File: src/hw/rtl/bspc_pkg.sv
// Shared types and sizing constants for the byte stack block.
// No dependencies; imported by the top level and the checker.
`default_nettype none
package bspc_pkg;

  localparam int StackDepth = 32;
  localparam int AddrW      = (StackDepth > 1) ? $clog2(StackDepth) : 1;
  localparam int CountW     = $clog2(StackDepth + 1);
  localparam int ByteW      = 8;
  localparam int ModeW      = 2;
  localparam int DepthOutW  = 6;
  localparam int StatusW    = 2;

  typedef enum logic [ModeW-1:0] {
    ModePush  = 2'd0,
    ModePop   = 2'd1,
    ModeCheck = 2'd2
  } mode_e;

  typedef enum logic [StatusW-1:0] {
    StatOk       = 2'd0,
    StatPushFull = 2'd1,
    StatPopEmpty = 2'd2
  } status_e;

endpackage
`default_nettype wire

File: src/hw/rtl/bspc_ram.sv
// Generic single-write, single-read RAM with registered read data.
// No dependencies.
`default_nettype none
module bspc_ram #(
  parameter int Width = 8,
  parameter int Depth = 32,
  localparam int AW = (Depth > 1) ? $clog2(Depth) : 1
) (
  input  wire logic             clk_i,
  input  wire logic             we_i,
  input  wire logic [AW-1:0]    waddr_i,
  input  wire logic [Width-1:0] wdata_i,
  input  wire logic [AW-1:0]    raddr_i,
  output logic      [Width-1:0] rdata_o
);

  logic [Width-1:0] mem_q [Depth];

  always_ff @(posedge clk_i) begin
    if (we_i) begin
      mem_q[waddr_i] <= wdata_i;
    end
    rdata_o <= mem_q[raddr_i];
  end

endmodule
`default_nettype wire

File: src/hw/rtl/byte_stack_palindrome_check_top.sv
// Byte stack top level: sequencer, fill count and two mirrored stack RAMs.
// Depends on bspc_pkg and bspc_ram.
`default_nettype none
// Bounded LIFO of bytes. An item (mode_i, push_byte_i) is taken when start is high
// and busy is low; its result appears for one cycle with valid_o high and cannot be
// held off. Push, a rejected op, a pop of the last byte, a check of fewer than two
// bytes and the unused mode give their result the cycle after the item is taken. A
// pop that leaves bytes behind goes through StPopRd, since the new top byte is fetched
// from the RAM, whose read data is registered. A longer palindrome check walks in
// StChk: one entry pair is compared per cycle, read through two mirrored RAM copies,
// and the walk ends early on the first mismatch. busy is high while in StPopRd or
// StChk. No clearing pass is needed after reset.
module byte_stack_palindrome_check_top (
  input  wire logic                          clk_i,
  input  wire logic                          rst_ni,
  input  wire logic                          start,
  output logic                               busy,
  input  wire logic [bspc_pkg::ModeW-1:0]    mode_i,
  input  wire logic [bspc_pkg::ByteW-1:0]    push_byte_i,
  output logic                               valid_o,
  output logic [bspc_pkg::ByteW-1:0]         top_byte_o,
  output logic [bspc_pkg::DepthOutW-1:0]     depth_used_o,
  output logic                               is_empty_o,
  output logic                               is_full_o,
  output logic                               is_palindrome_o,
  output logic [bspc_pkg::StatusW-1:0]       status_o
);
  import bspc_pkg::*;

  typedef enum logic [1:0] {
    StIdle,
    StPopRd,
    StChk
  } state_e;

  state_e              state_q, state_d;
  logic [CountW-1:0]   count_q, count_d;
  logic [ByteW-1:0]    top_q, top_d;
  logic [AddrW-1:0]    lo_q, lo_d, hi_q, hi_d;
  logic                valid_q, valid_d;
  logic                pal_q, pal_d;
  status_e             status_q, status_d;

  logic                ram_we;
  logic [AddrW-1:0]    ram_waddr, rd_addr_a, rd_addr_b;
  logic [ByteW-1:0]    rd_data_a, rd_data_b;
  logic                empty, full;
  logic [AddrW:0]      span;

  assign empty = (count_q == '0);
  assign full  = (count_q == CountW'(StackDepth));
  assign span  = {1'b0, hi_q} - {1'b0, lo_q};

  assign ram_waddr = count_q[AddrW-1:0];

  always_comb begin
    state_d   = state_q;
    count_d   = count_q;
    top_d     = top_q;
    lo_d      = lo_q;
    hi_d      = hi_q;
    valid_d   = 1'b0;
    pal_d     = 1'b0;
    status_d  = StatOk;
    ram_we    = 1'b0;
    rd_addr_a = lo_q;
    rd_addr_b = hi_q;

    case (state_q)
      StIdle: begin
        if (start) begin
          case (mode_e'(mode_i))
            ModePush: begin
              valid_d = 1'b1;
              if (full) begin
                status_d = StatPushFull;
              end else begin
                ram_we  = 1'b1;
                count_d = count_q + CountW'(1);
                top_d   = push_byte_i;
              end
            end
            ModePop: begin
              if (empty) begin
                valid_d  = 1'b1;
                status_d = StatPopEmpty;
              end else begin
                count_d = count_q - CountW'(1);
                if (count_q == CountW'(1)) begin
                  valid_d = 1'b1;
                  top_d   = '0;
                end else begin
                  // fetch the byte that becomes the new top
                  rd_addr_a = AddrW'(count_q - CountW'(2));
                  state_d   = StPopRd;
                end
              end
            end
            ModeCheck: begin
              if (count_q <= CountW'(1)) begin
                valid_d = 1'b1;
                pal_d   = 1'b1;
              end else begin
                lo_d      = '0;
                hi_d      = AddrW'(count_q - CountW'(1));
                rd_addr_a = '0;
                rd_addr_b = AddrW'(count_q - CountW'(1));
                state_d   = StChk;
              end
            end
            default: begin
              valid_d = 1'b1;
            end
          endcase
        end
      end
      StPopRd: begin
        top_d   = rd_data_a;
        valid_d = 1'b1;
        state_d = StIdle;
      end
      StChk: begin
        // RAM outputs hold entries lo_q and hi_q
        if (rd_data_a != rd_data_b) begin
          valid_d = 1'b1;
          state_d = StIdle;
        end else if (span <= (AddrW+1)'(2)) begin
          valid_d = 1'b1;
          pal_d   = 1'b1;
          state_d = StIdle;
        end else begin
          lo_d      = lo_q + AddrW'(1);
          hi_d      = hi_q - AddrW'(1);
          rd_addr_a = lo_q + AddrW'(1);
          rd_addr_b = hi_q - AddrW'(1);
        end
      end
      default: begin
        state_d = StIdle;
      end
    endcase
  end

  always_ff @(posedge clk_i or negedge rst_ni) begin
    if (!rst_ni) begin
      state_q  <= StIdle;
      count_q  <= '0;
      top_q    <= '0;
      valid_q  <= 1'b0;
      pal_q    <= 1'b0;
      status_q <= StatOk;
      lo_q     <= '0;
      hi_q     <= '0;
    end else begin
      state_q  <= state_d;
      count_q  <= count_d;
      top_q    <= top_d;
      valid_q  <= valid_d;
      pal_q    <= pal_d;
      status_q <= status_d;
      lo_q     <= lo_d;
      hi_q     <= hi_d;
    end
  end

  bspc_ram #(
    .Width(ByteW),
    .Depth(StackDepth)
  ) u_ram_a (
    .clk_i  (clk_i),
    .we_i   (ram_we),
    .waddr_i(ram_waddr),
    .wdata_i(push_byte_i),
    .raddr_i(rd_addr_a),
    .rdata_o(rd_data_a)
  );

  // mirror copy: second read port for the palindrome walk
  bspc_ram #(
    .Width(ByteW),
    .Depth(StackDepth)
  ) u_ram_b (
    .clk_i  (clk_i),
    .we_i   (ram_we),
    .waddr_i(ram_waddr),
    .wdata_i(push_byte_i),
    .raddr_i(rd_addr_b),
    .rdata_o(rd_data_b)
  );

  assign busy            = (state_q != StIdle);
  assign valid_o         = valid_q;
  assign top_byte_o      = top_q;
  assign depth_used_o    = DepthOutW'(count_q);
  assign is_empty_o      = empty;
  assign is_full_o       = full;
  assign is_palindrome_o = pal_q;
  assign status_o        = status_q;

endmodule
`default_nettype wire

File: config.mk
export PLATFORM = sky130hd
export DESIGN_NAME = byte_stack_palindrome_check_top
export DESIGN_NICKNAME = d
export VERILOG_FILES = /design/src/hw/rtl/bspc_pkg.sv /design/src/hw/rtl/bspc_ram.sv /design/src/hw/rtl/byte_stack_palindrome_check_top.sv
export SDC_FILE = /design/constraint.sdc
export NUM_CORES = 1
export LEC_CHECK = 0
export ABC_AREA = 1
export BUFFER_PORTS_ARGS = -buffer_cell sky130_fd_sc_hd__buf_2
export CORE_ASPECT_RATIO = 1.25
export CORE_MARGIN = 1.5
export CORE_UTILIZATION = 51
export CTS_CLUSTER_DIAMETER = 60
export DETAILED_ROUTE_END_ITERATION = 7
export GPL_TIMING_DRIVEN = 0
export PLACE_DENSITY_LB_ADDON = 0.15
export SETUP_SLACK_MARGIN = 0.3
export SYNTH_ARGS = -nofsm -noshare
export SYNTH_HDL_FRONTEND = slang
export SYNTH_SLANG_ARGS = --single-unit
File: constraint.sdc
create_clock -name clk_i -period 3.03 [get_ports clk_i]
set_input_delay 0.909 -clock clk_i [delete_from_list [all_inputs] [get_ports clk_i]]
set_output_delay 0.909 -clock clk_i [all_outputs]
set_load 0.05 [all_outputs]
==> run_results.csv <==
group,metric,value,unit
pwr,power_switching,13.6,mW
worst_setup_path,arrival,3.70,ns
sta,grt_setup_unrepaired,"true",
clock_tree,htree_levels,2,
place,dp_cells,2567,
sta,worstMarginPinSlew,1.09,ns
worst_setup_path,r2r_end,"u_ram_b.rdata_o[6]",
sta,fin_ws,-0.179,ns
sta,setup-tns-final,-2.04,ns
pwr,ir_worst_vdd,0.645,mV
worst_setup_path,regToRegSetupSlack,-0.18,ns
synth,async_reset_ff_frac,0.0993,
cells_and_area,final_layout_size_suffix_gt1_frac,0.307,
global_route,grt_util_all_layers,0.397,
pwr,power_density,1220,nW/um^2
run_status,outcome,"finished, violations left",
synth,yosysWarnings,0,
clock_tree,cts_buffers,36,
pwr,power.total,28.4,mW
global_route,grt_overflow,0,
global_route,grt_pass1_wl,100,mm
detailed_routing,ant_nets,0,
sta,fin_crit_sh,1.06,
sta,max_freq,312,MHz
detailed_routing,wire_per_inst,26.2,um
worst_setup_path,cpPeakStageDelay,0.47,ns
synth,synth_top_area_frac,0.449,
pwr,combPwrFrac,0.662,
cells_and_area,stdcell_count,2725,
sta,final_hold_viol_count,0,
run_status,violations,"setup timing",
worst_setup_path,cp.required,3.52,ns
cells_and_area,n_antenna_cell,0,
cells_and_area,area_delta_synth_final,36.7,%
run,drv_cap,0,
sta,holdWs,0.419,ns
detailed_routing,routed_wirelength,71.4,mm
global_route,antenna_found_initial,0,
pwr,cell_internal_pwr,14.8,mW
clock_tree,clockBufferDepth,3,
detailed_routing,avgViaCountPerCell,6.18,
pwr,power.leakage,10.3,nW
global_route,grt_pass1_vias,15866,
pwr,switching_share,0.479,
sta,period_needed,3.21,ns
clock_tree,clock_tree.root_cell,"clkbuf_16",
synth,ys_ff_latch,302,
worst_setup_path,crit_family,"simple AND/OR/NAND/NOR gates",
synth,synth-edff-count,256,
die,die_area,34700,sq um
detailed_routing,vias,16851,
clock_tree,clk_latency,0.55,ns
synth,syn_nets,2147,
detailed_routing,first_pass_iters,6,
worst_setup_path,cpMostUsedCell,"nand2_1",
cells_and_area,utilization,0.712,
die,boundaryPins,34,
clock_tree,cts_tree,"yes",
place,pre_cts_ws,-0.836,ns
worst_setup_path,start_kind,"flop",
detailed_routing,drt-initial-drc-count,2454,
worst_setup_path,cp-end-kind,"flop",
die,die_h,208,um
pwr,pwr-share-seq,0.180,
sta,slew_headroom,0.275,
worst_setup_path,cp_cell_sequence,"inv_2, ha_4, inv_2, fa_1, nand2_1, nand3_1, nor2_1, nand3_2, buf_6, nand3_4, buf_4, nand2_4, nor2_4, nor2_4, buf_12, buf_6, nand3_1, nand3_4, nand3_4, nand2_1, nand2_1, nand2_1",
place,io_buffers,33,
synth,yosys.area.top_type,"edfxtp_1",
sta,finalClockSkew,0.0107,ns
place,gp_congestion,1.02,
synth,synth_cell_type_count,39,
worst_setup_path,cp_num_buf_inv,6,
synth,seq_area_frac_synth,0.512,
worst_setup_path,rr_startpoint,"hi_q[0]",
pwr,clkPwrFrac,0.158,
cells_and_area,fin_area,23400,sq um
synth,synth.avg_cell_area,8.09,sq um
synth,synth_area_leaders,"edfxtp_1, nand3_1, nand2_1, inv_1, dfrtp_1",
global_route,grt_max_degree,34,
worst_setup_path,reg2reg_depth,22,
synth,syn_inst,2116,
sta,slew_violations,0,
die,core-area,32900,sq um
die,rows,74,
place,dpl_cell_area,17800,sq um
die,start_util,0.521,
cells_and_area,final_nets,2311,
worst_setup_path,cp_slowest_cell,"fa_1",
place,dp_hpwl,46.3,mm
worst_setup_path,worst-path-stages,22,
synth,syn_area,17100,sq um
worst_setup_path,cp_max_fo,10,
worst_setup_path,worst-setup-path-type,"reg -> reg",
clock_tree,path_clk_slew,0.07,ns
cells_and_area,fillerInstances,2459,
die,die_w,167,um
clock_tree,cts_num_sinks,302,
detailed_routing,route.detailed.drc,0,
sta,finalSetupViolCount,16,
min_path,holdCritPathClass,"in -> async",
synth,synthFlopType,"edfxtp_1",
[timing repair]
action,4_1_cts,5_1_grt
buffers inserted,46,20
gates resized for setup,472,287
pin swaps,68,103
hold buffers,0,0
gates cloned,15,12
setup endpoints to repair,264,261
[cells by family (layout without fill, tap and decap cells)]
| logic type | after synthesis | in the layout | synth area share |
|---|---|---|---|
| adder cells (fa/ha/maj) | 18 | 18 | 0.0136 |
| XOR/XNOR | 9 | 9 | 0.00460 |
| flip-flops | 302 | 302 | 0.512 |
| AO/OA/AOI/OAI | 60 | 60 | 0.0220 |
| buffers and inverters | 456 | 647 | 0.112 |
| AND/OR/NAND/NOR | 1271 | 1271 | 0.336 |
[cell type report]
| type | instances | area, sq um | area share |
|---|---|---|---|
| buffer | 131 | 1490 | 0.0636 |
| multi-input combinational | 1358 | 8680 | 0.371 |
| clock inverter | 20 | 221 | 0.00946 |
| timing repair buffer | 126 | 1500 | 0.0642 |
| clock buffer | 45 | 976 | 0.0417 |
| tap | 418 | 523 | 0.0224 |
| sequential | 302 | 8770 | 0.375 |
| inverter | 325 | 1240 | 0.0531 |
[state kept, by name, summed over array words and instances (netlist names)]
register	count
u_ram_a.mem_q	8
u_ram_b.mem_q	248
u_ram_b.rdata_o	8
status_o	2
valid_o	1
top_byte_o	8
depth_used_o	6
u_ram_a.rdata_o	8
is_palindrome_o	1
lo_q	5
hi_q	5
state_q	2
[Yosys cell counts, types with 2 or more instances]
master / n
nand2_1: 482
nor2_1: 73
o21ai_1: 4
a31oi_1: 10
nand4_1: 4
dfrtp_1: 30
o22ai_1: 3
nand3b_1: 2
nor2_4: 3
o21bai_1: 2
edfxtp_1: 256
inv_2: 9
clkbuf_1: 40
a22oi_2: 2
nand2_2: 5
buf_4: 29
a21oi_1: 15
xor2_1: 6
o21ai_0: 13
dfxtp_1: 16
nor3_2: 2
buf_2: 53
inv_1: 316
o21ai_2: 2
buf_6: 5
nor3_1: 3
nand3_2: 3
a21oi_2: 3
ha_1: 17
o211ai_1: 3
buf_1: 4
nand3_1: 692
xnor2_1: 3
[worst max path at each step]
stage	startpoint	slack [ns]	endpoint
2_1_floorplan	depth_used_o[1]	0.31	u_ram_a.rdata_o[5]
3_3_place_gp	lo_q[0]	-0.78	u_ram_b.rdata_o[4]
3_5_place_dp	lo_q[0]	-0.84	u_ram_b.rdata_o[4]
4_1_cts	hi_q[0]	-0.07	u_ram_b.rdata_o[0]
5_1_grt	hi_q[0]	-0.29	u_ram_b.rdata_o[4]
6_report	hi_q[0]	-0.18	u_ram_b.rdata_o[6]
[power by group through the flow]
stage	registers (mW)	logic [mW]	clock network, mW
2_1_floorplan	5.48	7.01	0
3_3_place_gp	5.21	11.2	0
3_5_place_dp	5.22	11.2	0
4_1_cts	5.12	15.7	4.48
5_1_grt	5.15	19.5	4.61
6_report	5.13	18.8	4.49
[per-layer routing]
layer | up-vias | part of all wire | global-route usage
met5 | - | 0 | 0
met4 | 0 | 0.081 | 0.280
met3 | 310 | 0.10 | 0.0742
met2 | 1121 | 0.45 | 0.620
met1 | 8045 | 0.37 | 0.498
li1 | 7375 | - | -
[layout by cell type, fill, tap and decap left out, types with 6 or more instances in the layout]
master / instances
xor2_1: 6
buf_4: 56
nor2_4: 36
nand3_4: 41
inv_2: 11
nand2_1: 395
nand3_2: 214
buf_16: 12
inv_4: 6
buf_12: 27
nand2_2: 73
a21oi_1: 14
clkbuf_16: 51
buf_2: 33
buf_8: 28
nand3_1: 440
dfrtp_1: 26
dfxtp_1: 16
o21ai_0: 13
nor2_1: 39
buf_6: 46
nand2_4: 16
inv_1: 307
clkbuf_8: 9
clkbuf_1: 28
edfxtp_1: 256
ha_1: 15
a31oi_1: 10
Note: power is estimated with default switching activity, not from simulation.
